<file path="src/rtl/core/lkvc_pkg.sv">
// Shared types and constants for the LRU key/value cache.
// Holds the controller state type and the controller/datapath command and status bundles.
// No dependencies.
`timescale 1ns / 1ps

package lkvc_pkg;

    localparam int KEY_W   = 32;
    localparam int VALUE_W = 32;
    localparam int CAP_W   = 5;

    localparam logic [CAP_W-1:0] CAP_RESET = 5'd16;

    localparam logic CMD_GET = 1'b0;
    localparam logic CMD_PUT = 1'b1;

    typedef enum logic [2:0] {
        ST_IDLE,
        ST_SCAN,
        ST_SCAN_END,
        ST_DECIDE,
        ST_UPDATE,
        ST_UPDATE_END,
        ST_FINISH
    } t_state;

    // Controller to datapath.
    typedef struct packed {
        logic accept;      // latch the request beat and clear the scan results
        logic scan_issue;  // read key, value and rank of the slot under the index counter
        logic decide;      // resolve hit, victim and target; write key and value on a put
        logic upd_issue;   // read a rank for the rank rewrite sweep
        logic out_load;    // move the result into the output register
    } t_ctl_cmd;

    // Datapath to controller.
    typedef struct packed {
        logic idx_last;    // index counter is at the last slot
        logic need_update; // the request changes recency ranks
        logic out_free;    // output register can take a result this cycle
    } t_ctl_sts;

endpackage

</file>
<file path="src/rtl/core/lkvc_ram.sv">
// Generic simple dual-port RAM: one write port, one read port with registered read data.
// No dependencies.
`timescale 1ns / 1ps

module lkvc_ram #(
    parameter int WIDTH = 32,
    parameter int DEPTH = 16
) (
    input  logic                                   i_clk,
    input  logic                                   i_wr_en,
    input  logic [((DEPTH > 1) ? $clog2(DEPTH) : 1)-1:0] i_wr_addr,
    input  logic [WIDTH-1:0]                       i_wr_data,
    input  logic [((DEPTH > 1) ? $clog2(DEPTH) : 1)-1:0] i_rd_addr,
    output logic [WIDTH-1:0]                       o_rd_data
);

    logic [WIDTH-1:0] r_mem [DEPTH];
    logic [WIDTH-1:0] r_rd_data;

    always_ff @(posedge i_clk) begin
        if (i_wr_en) begin
            r_mem[i_wr_addr] <= i_wr_data;
        end
        r_rd_data <= r_mem[i_rd_addr];
    end

    assign o_rd_data = r_rd_data;

endmodule

</file>
<file path="src/rtl/core/lkvc_ctrl.sv">
// Sequencing state machine for the LRU key/value cache.
// Depends on lkvc_pkg for the state type and the command and status bundles.
`timescale 1ns / 1ps

module lkvc_ctrl import lkvc_pkg::*; (
    input  logic     i_clk,
    input  logic     i_rst_n,
    input  logic     i_in_valid,
    output logic     o_in_ready,
    input  t_ctl_sts i_sts,
    output t_ctl_cmd o_ctl
);

    t_state r_state;
    t_state n_state;

    always_ff @(posedge i_clk) begin
        if (!i_rst_n) begin
            r_state <= ST_IDLE;
        end else begin
            r_state <= n_state;
        end
    end

    always_comb begin
        n_state = r_state;
        unique case (r_state)
            ST_IDLE: begin
                if (i_in_valid) begin
                    n_state = ST_SCAN;
                end
            end
            ST_SCAN: begin
                if (i_sts.idx_last) begin
                    n_state = ST_SCAN_END;
                end
            end
            ST_SCAN_END: begin
                n_state = ST_DECIDE;
            end
            ST_DECIDE: begin
                n_state = i_sts.need_update ? ST_UPDATE : ST_FINISH;
            end
            ST_UPDATE: begin
                if (i_sts.idx_last) begin
                    n_state = ST_UPDATE_END;
                end
            end
            ST_UPDATE_END: begin
                n_state = ST_FINISH;
            end
            ST_FINISH: begin
                if (i_sts.out_free) begin
                    n_state = ST_IDLE;
                end
            end
            default: begin
                n_state = ST_IDLE;
            end
        endcase
    end

    always_comb begin
        o_ctl      = '0;
        o_in_ready = 1'b0;
        unique case (r_state)
            ST_IDLE: begin
                o_in_ready   = 1'b1;
                o_ctl.accept = i_in_valid;
            end
            ST_SCAN: begin
                o_ctl.scan_issue = 1'b1;
            end
            ST_DECIDE: begin
                o_ctl.decide = 1'b1;
            end
            ST_UPDATE: begin
                o_ctl.upd_issue = 1'b1;
            end
            ST_FINISH: begin
                o_ctl.out_load = i_sts.out_free;
            end
            default: begin
                o_ctl = '0;
            end
        endcase
    end

endmodule

</file>
<file path="src/rtl/core/lkvc_dp.sv">
// Datapath of the LRU key/value cache: slot memories, valid bits, scan and rank rewrite logic.
// Depends on lkvc_pkg and lkvc_ram.
`timescale 1ns / 1ps

module lkvc_dp import lkvc_pkg::*; #(
    parameter int ENTRIES = 16
) (
    input  logic                      i_clk,
    input  logic                      i_rst_n,
    input  t_ctl_cmd                  i_ctl,
    output t_ctl_sts                  o_sts,
    input  logic                      i_req_cmd,
    input  logic signed [KEY_W-1:0]   i_req_key,
    input  logic signed [VALUE_W-1:0] i_req_value,
    input  logic                      i_cfg_we,
    input  logic [CAP_W-1:0]          i_cfg_data,
    input  logic                      i_out_ready,
    output logic                      o_out_valid,
    output logic                      o_hit,
    output logic signed [VALUE_W-1:0] o_read_value,
    output logic                      o_evicted,
    output logic signed [KEY_W-1:0]   o_evicted_key
);

    localparam int IW = (ENTRIES > 1) ? $clog2(ENTRIES) : 1;
    localparam int OW = $clog2(ENTRIES + 1);
    localparam int CW = (OW > CAP_W) ? OW : CAP_W;
    localparam logic [IW-1:0] LAST_IDX = IW'(ENTRIES - 1);

    // Configuration and occupancy.
    logic [CAP_W-1:0]   r_cap;
    logic [ENTRIES-1:0] r_valid;
    logic [OW-1:0]      r_occ;

    // Sweep control.
    logic [IW-1:0] r_idx;
    logic          r_rd_scan;
    logic          r_rd_upd;
    logic [IW-1:0] r_rd_idx;

    // Request under way.
    logic               r_cmd;
    logic [KEY_W-1:0]   r_key;
    logic [VALUE_W-1:0] r_value;

    // Scan results.
    logic               r_hit_f;
    logic [IW-1:0]      r_hit_idx;
    logic [VALUE_W-1:0] r_hit_val;
    logic [IW-1:0]      r_old_rank;
    logic [IW-1:0]      r_vic_idx;
    logic [KEY_W-1:0]   r_vic_key;
    logic               r_free_f;
    logic [IW-1:0]      r_free_idx;

    // Decision.
    logic          r_ins;
    logic [IW-1:0] r_tgt;
    logic          r_ev;

    // Output register.
    logic               r_out_valid;
    logic               r_out_hit;
    logic [VALUE_W-1:0] r_out_value;
    logic               r_out_ev;
    logic [KEY_W-1:0]   r_out_ev_key;

    logic [KEY_W-1:0]   key_rd;
    logic [VALUE_W-1:0] val_rd;
    logic [IW-1:0]      rank_rd;

    logic               slot_valid;
    logic               rank_is_lru;
    logic               is_put;
    logic [CW-1:0]      cap_x;
    logic [CW-1:0]      eff_cap;
    logic               full;
    logic               dec_evict;
    logic [IW-1:0]      dec_tgt;
    logic [ENTRIES-1:0] vic_mask;
    logic [ENTRIES-1:0] tgt_mask;
    logic               upd_wr;
    logic [IW-1:0]      upd_rank;
    logic               out_free;

    // ---------------------------------------------------------------------
    // Slot memories; all three are read at the sweep index.
    // ---------------------------------------------------------------------
    lkvc_ram #(.WIDTH(KEY_W), .DEPTH(ENTRIES)) u_key_ram (
        .i_clk     (i_clk),
        .i_wr_en   (i_ctl.decide && is_put && !r_hit_f),
        .i_wr_addr (dec_tgt),
        .i_wr_data (r_key),
        .i_rd_addr (r_idx),
        .o_rd_data (key_rd)
    );

    lkvc_ram #(.WIDTH(VALUE_W), .DEPTH(ENTRIES)) u_value_ram (
        .i_clk     (i_clk),
        .i_wr_en   (i_ctl.decide && is_put),
        .i_wr_addr (dec_tgt),
        .i_wr_data (r_value),
        .i_rd_addr (r_idx),
        .o_rd_data (val_rd)
    );

    lkvc_ram #(.WIDTH(IW), .DEPTH(ENTRIES)) u_rank_ram (
        .i_clk     (i_clk),
        .i_wr_en   (upd_wr),
        .i_wr_addr (r_rd_idx),
        .i_wr_data (upd_rank),
        .i_rd_addr (r_idx),
        .o_rd_data (rank_rd)
    );

    // ---------------------------------------------------------------------
    // Combinational decode.
    // ---------------------------------------------------------------------
    assign slot_valid  = r_valid[r_rd_idx];
    // Valid ranks are always a permutation of 0 .. occupancy-1.
    assign rank_is_lru = (OW'(rank_rd) == (r_occ - OW'(1)));
    assign is_put      = (r_cmd == CMD_PUT);

    always_comb begin
        cap_x = CW'(r_cap);
        if (cap_x == CW'(0)) begin
            eff_cap = CW'(1);
        end else if (cap_x > CW'(ENTRIES)) begin
            eff_cap = CW'(ENTRIES);
        end else begin
            eff_cap = cap_x;
        end
    end

    assign full      = (CW'(r_occ) >= eff_cap);
    assign dec_evict = is_put && !r_hit_f && full;

    // The freed victim competes with any earlier empty slot: lowest index wins.
    always_comb begin
        if (r_hit_f) begin
            dec_tgt = r_hit_idx;
        end else if (dec_evict) begin
            dec_tgt = (r_free_f && (r_free_idx < r_vic_idx)) ? r_free_idx : r_vic_idx;
        end else begin
            dec_tgt = r_free_idx;
        end
    end

    // Valid bits cleared by an eviction and set by an insert; setting wins.
    always_comb begin
        vic_mask = '0;
        tgt_mask = '0;
        if (dec_evict) begin
            vic_mask[r_vic_idx] = 1'b1;
        end
        tgt_mask[dec_tgt] = 1'b1;
    end

    assign upd_wr   = r_rd_upd && ((r_rd_idx == r_tgt) ||
                      (slot_valid && (r_ins || (rank_rd < r_old_rank))));
    assign upd_rank = (r_rd_idx == r_tgt) ? '0 : (rank_rd + IW'(1));

    assign out_free = !r_out_valid || i_out_ready;

    assign o_sts.idx_last    = (r_idx == LAST_IDX);
    assign o_sts.need_update = r_hit_f || is_put;
    assign o_sts.out_free    = out_free;

    // ---------------------------------------------------------------------
    // Control registers.
    // ---------------------------------------------------------------------
    always_ff @(posedge i_clk) begin
        if (!i_rst_n) begin
            r_cap       <= CAP_RESET;
            r_valid     <= '0;
            r_occ       <= '0;
            r_idx       <= '0;
            r_rd_scan   <= 1'b0;
            r_rd_upd    <= 1'b0;
            r_hit_f     <= 1'b0;
            r_free_f    <= 1'b0;
            r_out_valid <= 1'b0;
        end else begin
            if (i_cfg_we) begin
                r_cap <= i_cfg_data;
            end

            if (i_ctl.accept || i_ctl.decide) begin
                r_idx <= '0;
            end else if (i_ctl.scan_issue || i_ctl.upd_issue) begin
                r_idx <= r_idx + IW'(1);
            end
            r_rd_scan <= i_ctl.scan_issue;
            r_rd_upd  <= i_ctl.upd_issue;

            if (i_ctl.accept) begin
                r_hit_f  <= 1'b0;
                r_free_f <= 1'b0;
            end else if (r_rd_scan) begin
                if (slot_valid && (key_rd == r_key)) begin
                    r_hit_f <= 1'b1;
                end
                if (!slot_valid) begin
                    r_free_f <= 1'b1;
                end
            end

            if (i_ctl.decide && is_put && !r_hit_f) begin
                if (!dec_evict) begin
                    r_occ <= r_occ + OW'(1);
                end
                r_valid <= (r_valid & ~vic_mask) | tgt_mask;
            end

            if (i_ctl.out_load) begin
                r_out_valid <= 1'b1;
            end else if (i_out_ready) begin
                r_out_valid <= 1'b0;
            end
        end
    end

    // ---------------------------------------------------------------------
    // Payload registers.
    // ---------------------------------------------------------------------
    always_ff @(posedge i_clk) begin
        r_rd_idx <= r_idx;

        if (i_ctl.accept) begin
            r_cmd   <= i_req_cmd;
            r_key   <= i_req_key;
            r_value <= i_req_value;
        end

        if (r_rd_scan) begin
            if (slot_valid && (key_rd == r_key) && !r_hit_f) begin
                r_hit_idx  <= r_rd_idx;
                r_hit_val  <= val_rd;
                r_old_rank <= rank_rd;
            end
            if (slot_valid && rank_is_lru) begin
                r_vic_idx <= r_rd_idx;
                r_vic_key <= key_rd;
            end
            if (!slot_valid && !r_free_f) begin
                r_free_idx <= r_rd_idx;
            end
        end

        if (i_ctl.decide) begin
            r_ins <= is_put && !r_hit_f;
            r_tgt <= dec_tgt;
            r_ev  <= dec_evict;
        end

        if (i_ctl.out_load) begin
            r_out_hit    <= r_hit_f;
            r_out_value  <= (!is_put && r_hit_f) ? r_hit_val : '1;
            r_out_ev     <= r_ev;
            r_out_ev_key <= r_ev ? r_vic_key : '0;
        end
    end

    assign o_out_valid   = r_out_valid;
    assign o_hit         = r_out_hit;
    assign o_read_value  = r_out_value;
    assign o_evicted     = r_out_ev;
    assign o_evicted_key = r_out_ev_key;

    // ---------------------------------------------------------------------
    // Assertions.
    // ---------------------------------------------------------------------
    a_occ_matches_valid: assert property (@(posedge i_clk) disable iff (!i_rst_n)
        $countones(r_valid) == int'(r_occ))
        else $error("occupancy count disagrees with the valid bits");

    a_insert_has_slot: assert property (@(posedge i_clk) disable iff (!i_rst_n)
        (i_ctl.decide && is_put && !r_hit_f) |-> (full || r_free_f))
        else $error("insert found neither a free slot nor a victim");

    a_hit_slot_valid: assert property (@(posedge i_clk) disable iff (!i_rst_n)
        (i_ctl.decide && r_hit_f) |-> r_valid[r_hit_idx])
        else $error("hit recorded on an empty slot");

endmodule

</file>
<file path="src/rtl/core/lru_key_value_cache.sv">
// A result is presented after the search sweep, the decision and the rank rewrite sweep for a
// hit or a put, and after the search sweep and the decision alone for a get that misses.
// Requests are handled one at a time, and each slot is read in turn through the
// single read port of the slot memories, which is swept once to search and once to rerank.
// Reset (i_rst_n, synchronous, active low) empties the store and sets the capacity to 16.
`timescale 1ns / 1ps

// Fully associative key/value store with least-recently-used replacement.
//
// The keys, values and recency ranks of the slots live in three small RAMs. Each request
// first sweeps every slot: the key comparison finds a hit, the slot whose rank equals
// occupancy-1 is the least recent one, and the lowest empty slot is remembered. The decision
// state then writes a put's key and value, retires any victim and sets the target valid.
// A second sweep rewrites the ranks: on an insert every other valid rank moves up by one,
// on a hit only the ranks below the touched entry move, and the target takes rank zero.
// A get that misses leaves the ranks alone and skips the second sweep.
//
// The valid bits are flip-flops cleared by reset, so the RAMs need no clearing pass and the
// block takes requests straight after reset. The result sits in an output register, so a
// new request beat is accepted while an earlier result still waits to be taken.
// The capacity register is written whenever a beat arrives, with o_cfg_ready held high. It
// is sampled in the decision cycle of each request, so it should only be written while no
// request is in flight.
module lru_key_value_cache import lkvc_pkg::*; #(
    parameter int ENTRIES = 16
) (
    input  logic                      i_clk,
    input  logic                      i_rst_n,

    // Request channel.
    input  logic                      i_in_valid,
    output logic                      o_in_ready,
    input  logic                      i_cmd,
    input  logic signed [KEY_W-1:0]   i_lookup_key,
    input  logic signed [VALUE_W-1:0] i_put_value,

    // Result channel.
    output logic                      o_out_valid,
    input  logic                      i_out_ready,
    output logic                      o_hit,
    output logic signed [VALUE_W-1:0] o_read_value,
    output logic                      o_evicted,
    output logic signed [KEY_W-1:0]   o_evicted_key,

    // Capacity register write channel.
    input  logic                      i_cfg_valid,
    output logic                      o_cfg_ready,
    input  logic [CAP_W-1:0]          i_cfg_data
);

    t_ctl_cmd ctl;
    t_ctl_sts sts;

    // The capacity register is a plain flop, so a write beat always completes.
    assign o_cfg_ready = 1'b1;

    lkvc_ctrl u_ctrl (
        .i_clk      (i_clk),
        .i_rst_n    (i_rst_n),
        .i_in_valid (i_in_valid),
        .o_in_ready (o_in_ready),
        .i_sts      (sts),
        .o_ctl      (ctl)
    );

    lkvc_dp #(.ENTRIES(ENTRIES)) u_dp (
        .i_clk         (i_clk),
        .i_rst_n       (i_rst_n),
        .i_ctl         (ctl),
        .o_sts         (sts),
        .i_req_cmd     (i_cmd),
        .i_req_key     (i_lookup_key),
        .i_req_value   (i_put_value),
        .i_cfg_we      (i_cfg_valid),
        .i_cfg_data    (i_cfg_data),
        .i_out_ready   (i_out_ready),
        .o_out_valid   (o_out_valid),
        .o_hit         (o_hit),
        .o_read_value  (o_read_value),
        .o_evicted     (o_evicted),
        .o_evicted_key (o_evicted_key)
    );

endmodule
</file>
<file path="config.mk">
export PLATFORM = sky130hd
export DESIGN_NAME = lru_key_value_cache
export DESIGN_NICKNAME = d
export VERILOG_FILES = /design/src/rtl/core/lkvc_pkg.sv /design/src/rtl/core/lkvc_ram.sv /design/src/rtl/core/lkvc_ctrl.sv /design/src/rtl/core/lkvc_dp.sv /design/src/rtl/core/lru_key_value_cache.sv
export SDC_FILE = /design/constraint.sdc
export NUM_CORES = 1
export LEC_CHECK = 0
export BUFFER_PORTS_ARGS = -buffer_cell sky130_fd_sc_hd__buf_2
export CORE_ASPECT_RATIO = 1.1
export CORE_MARGIN = 4
export CORE_UTILIZATION = 65
export CTS_CLUSTER_DIAMETER = 60
export DETAILED_ROUTE_END_ITERATION = 8
export PLACE_DENSITY = 0.86
export SYNTH_ARGS = -nofsm -noshare
export SYNTH_HDL_FRONTEND = slang
export SYNTH_SLANG_ARGS = --single-unit
</file>
<file path="constraint.sdc">
create_clock -name i_clk -period 11.5 [get_ports i_clk]
set_input_delay 1.725 -clock i_clk [delete_from_list [all_inputs] [get_ports i_clk]]
set_output_delay 1.725 -clock i_clk [all_outputs]
set_load 0.02 [all_outputs]
</file>
### Word-level counts from Yosys, hierarchy flattened

Memories as Yosys holds them, arrays and structs flattened. A register that Yosys moved wholly into a read port is not among the register bits.
Cells that the tools add are included.

| cells by class | value |
|---|---|
| add/subtract/negate cells | 4 |
| $lt $le $gt $ge | 9 |
| eq/ne operators | 14 |
| multiplexer cells | 33 |
| bitwise logic cells | 6 |
| reduce and logical (&&, ||, !) cells | 37 |

Operator list:

| cell | count |
|---|---|
| $eq 32x32->1 | 1 |
| $pmux 3 s7 | 1 |
| $mux 1 | 17 |
| $and 16x16->16 | 1 |
| $mux 16 | 1 |
| $mux 4 | 4 |
| $not 16->16 | 1 |
| $or 16x16->16 | 1 |
| $lt 4x5->1 const B | 3 |
| $logic_and 1x1->1 | 14 |
| $mux 3 | 4 |
| $reduce_and 2->1 | 6 |
| $mux 5 | 2 |
| $eq 3x3->1 const B | 3 |
| $add 4x1->4 const B | 2 |
| $demux 1 s4 | 2 |
| $ge 4x1->1 const B | 2 |
| $lt 4x4->1 | 2 |
| $eq 3x2->1 const B | 2 |
| $logic_or 1x1->1 | 6 |
| $ne 2x2->1 const B | 3 |
| $add 5x1->5 const B | 1 |
| $eq 4x5->1 | 1 |
| $ge 5x5->1 | 1 |
| 15 further kinds | 22 |

| storage, ports and cells | value |
|---|---|
| register bits | 259 |
| memory bits (writable) | 1088 |
| input bits | 75 |
| output and inout bits | 69 |
| word-level logic and storage cells | 133 |
| memories | 3 |

Memory list:

| name | depth | bits a word | rd ports | clocked after Yosys merged registers in | write ports | line | text |
|---|---|---|---|---|---|---|---|
| u_dp.u_key_ram.r_mem | 16 | 32 | 1 | 1 | 1 | lkvc_ram.sv:17 | `logic [WIDTH-1:0] r_mem [DEPTH];` |
| u_dp.u_value_ram.r_mem | 16 | 32 | 1 | 1 | 1 | lkvc_ram.sv:17 |  |
| u_dp.u_rank_ram.r_mem | 16 | 4 | 1 | 1 | 1 | lkvc_ram.sv:17 |  |

### Longest topological paths before layout

| logic depth | value |
|---|---|
| depth after elaboration | 12 |
| gate-level depth with buffers | 13 |

### Cells and area by module

A second synthesis with hierarchy kept.

| second synthesis, totals | value |
|---|---|
| cells, all modules | 2429 |
| area, all modules | 52404.0 um2 |

Modules (own cells, without submodules):

| module | times used | cells an instance | area each (um2) |
|---|---|---|---|
| lkvc_ram (u_dp.u_value_ram) | 1 | 838 | 19854.0 |
| lkvc_ram (u_dp.u_key_ram) | 1 | 838 | 19835.3 |
| lkvc_dp | 1 | 594 | 9795.6 |
| lkvc_ram (u_dp.u_rank_ram) | 1 | 130 | 2666.3 |
| lkvc_ctrl | 1 | 27 | 241.5 |
| lru_key_value_cache | 1 | 2 | 11.3 |

### Least setup slack after synthesis

OpenSTA, ideal clock, no wires.

| path | value |
|---|---|
| kind | input-to-reg |
| from | input port i_out_ready |
| to | register u_dp.r_out_ev, in the netlist u_dp.o_evicted (enable) |
| setup time | 490 ps |
| arrival | 4535 ps |
| data required time | 11010 ps |
| setup slack | 6475 ps |
| stages on the path | 2 |
| cell sequence | nor2b_1 nor2_1 |

RTL lines:

| item | line | text |
|---|---|---|
| from (decl) | lru_key_value_cache.sv:39 | `input logic i_out_ready,` |
| to (signal assigned) | lkvc_dp.sv:259 | `r_out_ev <= r_ev;` |
| to (decl) | lkvc_dp.sv:65 | `logic r_out_ev;` |

### Worst setup path in the final report

| path | value |
|---|---|
| from | register u_dp.r_cap[1], in the netlist u_dp.cap_x[1] |
| to | memory u_dp.u_key_ram.r_mem[0][17] (enable) |

| between the ends | value |
|---|---|
| word-level cells in the longest chain between the ends | 7 |

RTL lines:

| item | line | text |
|---|---|---|
| from (decl) | lkvc_dp.sv:31 | `logic [CAP_W-1:0] r_cap;` |
| from (signal assigned) | lkvc_dp.sv:185 | `r_cap <= i_cfg_data;` |
| $gt 5x5->1 | lkvc_dp.sv:128 | `end else if (cap_x > CW'(ENTRIES)) begin` |
| $mux 5 | lkvc_dp.sv:128 |  |
| $mux 5 * | lkvc_dp.sv:126 | `if (cap_x == CW'(0)) begin` |
| $ge 5x5->1 * | lkvc_dp.sv:135 | `assign full = (CW'(r_occ) >= eff_cap);` |
| $logic_and 1x1->1 * | lkvc_dp.sv:136 | `assign dec_evict = is_put && !r_hit_f && full;` |
| net u_dp.dec_evict | lkvc_dp.sv:78 | `logic dec_evict;` |
| $mux 4 * | lkvc_dp.sv:142 | `end else if (dec_evict) begin` |
| $mux 4 * | lkvc_dp.sv:140 | `if (r_hit_f) begin` |
| to (decl) | lkvc_ram.sv:17 |  |

Mark *: on every way through the listed nets, which the timed path passes. The rest lies on a longest branch.

==> qor.yml <==
status: "finished, final reports clean"
overflow: 0
synthAdderAreaFrac_pct: 0.357
die_width_microns: 279
synth_top_cell_by_area: "edfxtp_1"
rsz0062_at_grt: "no"
synthesis.area_sq_mm: 0.0526
slew_viol_final: 0
grt_pass1_vias: 26900
io_buffers: 142
worstMarginPinSlew_ps: 1360
antenna_found_initial: 3
worst_path_most_repeated_cell: "nor2_1"
hpwlAfterDp_mm: 64.5
fmax_ghz: 0.221
grt_pass1_wl_mm: 185
worstPathArrival_ps: 4860
synth_top_family_by_area: "multiplexers"
synth_commonest_cells: "edfxtp_1 (1305), mux4_2 (344), dfxtp_1 (110), nor2_1 (82), clkbuf_1 (63)"
cp.required_ps: 11840
clockBufferDepth: 3
r2r_setup_slack_ps: 6980
final_util_pct: 73.6
synth_ff_type: "edfxtp_1"
total_power_uw: 10400
syn_avg_cell_area_sq_um: 22.6
htreeDepth: 4
crit_cells: 11
cp_cell_sequence: "nor3_1 -> nor2_1 -> nor2_1 -> ha_1 -> nor2b_1 -> o21ai_1 -> a21oi_1 -> inv_2 -> nand2b_4 -> o2111ai_2 -> nor2_4"
hp-start: "u_dp.u_value_ram.o_rd_data[30]$_DFF_P_"
maxSlewHeadroom_pct: 8.94
hold_slack_ps: 405
maxCapViolCount: 0
r2r-end: "u_dp.u_key_ram.r_mem[0][17]$_DFFE_PP_"
drtIter0Drc: 3306
setup_viol: 0
min_to: "u_dp.r_hit_val[30]$_DFFE_PP_"
synthDistinctLibCells: 71
cts_hold_buf: 0
ant_nets: 0
die_height_microns: 306
dieArea_sq_mm: 0.0855
synth-seq-cells: 1415
postCtsSetupRepairBufs: 0
reg2reg_depth: 11
clkLatencyLatePin_ps: 750
crit_path_top_delay_cell: "nor2_4"
vias: 25500
ys_top_cells_by_area: "edfxtp_1 (75%), mux4_2 (15%), dfxtp_1 (4.2%)"
cts.sinks: 1415
cts_tree: "done"
crit_buf_inv: 1
synthSimpleGateAreaFrac_pct: 2.68
routedWlPerCell_microns: 33.9
fin_tns_setup_ps: 0
path_clk_slew_ps: 60
path_class: "reg2reg"
crit_path_max_fanout: 32
start_util_pct: 65.5
area_growth_pct: 12.4
synth_compound_area_share_pct: 1.44
place.gp.congestion: 0.847
finalWirelength_mm: 125
hold_viol: 0
cts_buffers: 136
holdCritPathClass: "reg2reg"
cellLeakagePower_uw: 0.0183
holdPathStages: 0
n_fill_cell: 4100
rows: 109
skew_ps: 36.3
max_stage_delay_ps: 1230
yosysMostFrequentCell: "edfxtp_1"
synth_async_sr_flop_share_pct: 0
crit_family: "simple AND/OR/NAND/NOR gates"
drive_above_1_share_pct: 29.5
period_minus_slack_ps: 4520
reg2reg_from: "u_dp.cap_x[1]$_SDFFE_PN0P_"
period_share_pct: 39.3
cts.repair.resized: 0
core-area_sq_mm: 0.0803
synthMuxAreaShare_pct: 14.9
synth-xor-area-share_pct: 0.799
post_synth_inst_count: 2328
peakVddDrop_v: 0.000154
final_nets: 2622
synth_fp_nets: 2418
firstDrtPassIters: 6
drc: 0
root_buffer: "clkbuf_16"
synth_top_area_share_pct: 74.5
via_per_inst: 6.90
power_density_mw_per_mm2: 176
synth_edf_count: 1305
grt_max_degree: 117
num_io_pins: 144
grtUsageTotal_pct: 30.1
ys_warn_count: 0
end_kind: "flop"
start_kind: "flop"
seq_area_frac_synth_pct: 78.7
logic make-up (layout without fill, tap and decap cells):
kind of cell,count (synthesis),count (layout)
other cells,1,3
flops,1415,1415
xor+xnor,48,48
fa+ha+maj,15,15
simple gates,269,269
mux,354,354
buf+inv,126,443
compound gates,100,100
how the worst max path moves through the flow:
stage	endpoint	start	slack [ps]
after floorplan	u_dp.o_evicted$_DFFE_PP_	i_out_ready	6470
after global placement	u_dp.u_value_ram.r_mem[0][7]$_DFFE_PP_	u_dp.cap_x[1]$_SDFFE_PN0P_	7070
after detailed placement	u_dp.u_value_ram.r_mem[0][9]$_DFFE_PP_	u_dp.cap_x[1]$_SDFFE_PN0P_	7020
after CTS	u_dp.u_value_ram.r_mem[0][21]$_DFFE_PP_	u_dp.cap_x[1]$_SDFFE_PN0P_	6970
after global routing	u_dp.u_key_ram.r_mem[0][22]$_DFFE_PP_	u_dp.cap_x[1]$_SDFFE_PN0P_	6710
final	u_dp.u_key_ram.r_mem[0][17]$_DFFE_PP_	u_dp.cap_x[1]$_SDFFE_PN0P_	6980
report_power, final:
| group | leakage (uW) | switching, uW | internal [uW] |
|---|---|---|---|
| Combinational | 0.00342 | 124 | 116 |
| Clock | 0.00214 | 1930 | 2510 |
| Sequential | 0.0127 | 79.4 | 5640 |
area by class of cell:
class | instances | area, sq um | share of cell area [%]
clock inverter | 54 | 597 | 1.01
timing repair buffer | 175 | 983 | 1.66
multi-input combinational | 787 | 10900 | 18.4
tap | 1054 | 1320 | 2.23
antenna | 2 | 5.00 | 0.00847
inverter | 17 | 63.8 | 0.108
sequential | 1415 | 41400 | 70.1
clock buffer | 197 | 3830 | 6.49
layer usage:
layer | global-route usage, % | up-vias | routed length [microns]
met5 | 0 | - | 12
met4 | 11.8 | 2 | 5230
met3 | 5.08 | 331 | 9950
met2 | 51.9 | 1672 | 66700
met1 | 38.9 | 13400 | 43500
li1 | - | 10100 | -
stage by stage:
stage	setup WS [ps]	cell area, sq um	std cells
CTS	6970	59100	3698
global route	6710	59100	3699
floorplan	6470	52600	2328
detailed placement	7020	54600	3447
finish	6980	59100	3701
global placement	7070	54600	3447
sequential cells by signal, summed over array words and instances, names as in the netlist, 5 cells and up:
| signal | flops |
|---|---|
| u_dp.u_value_ram.r_mem | 512 |
| u_dp.u_rank_ram.r_mem | 64 |
| u_dp.r_valid | 16 |
| u_dp.u_value_ram.o_rd_data | 32 |
| u_dp.o_evicted_key | 32 |
| u_dp.r_occ | 5 |
| u_dp.cap_x | 5 |
| u_dp.r_value | 32 |
| u_dp.o_read_value | 32 |
| u_dp.r_vic_key | 32 |
| u_dp.r_hit_val | 32 |
| u_dp.u_key_ram.r_mem | 512 |
| u_dp.u_key_ram.o_rd_data | 32 |
| u_dp.r_key | 32 |
cell usage in the layout, fill, tap and decap left out, types with 12 or more instances in the layout:
cell type and instances:
edfxtp_1 1305, mux4_2 344, buf_2 142, clkbuf_16 138, dfxtp_1 106, nor2_1 55, clkbuf_1 43, xnor2_1 41
and2_1 37, or3_1 32, buf_4 31, nor2_4 27, nand2_1 24, a21oi_1 22, nand3_1 20, o21ai_0 17
nand4_1 17, clkbuf_8 16, inv_1 15, ha_1 15, clkinv_2 15, nor3_1 13, clkinv_1 13, o211ai_1 12
(Power assumes the default switching activity.)
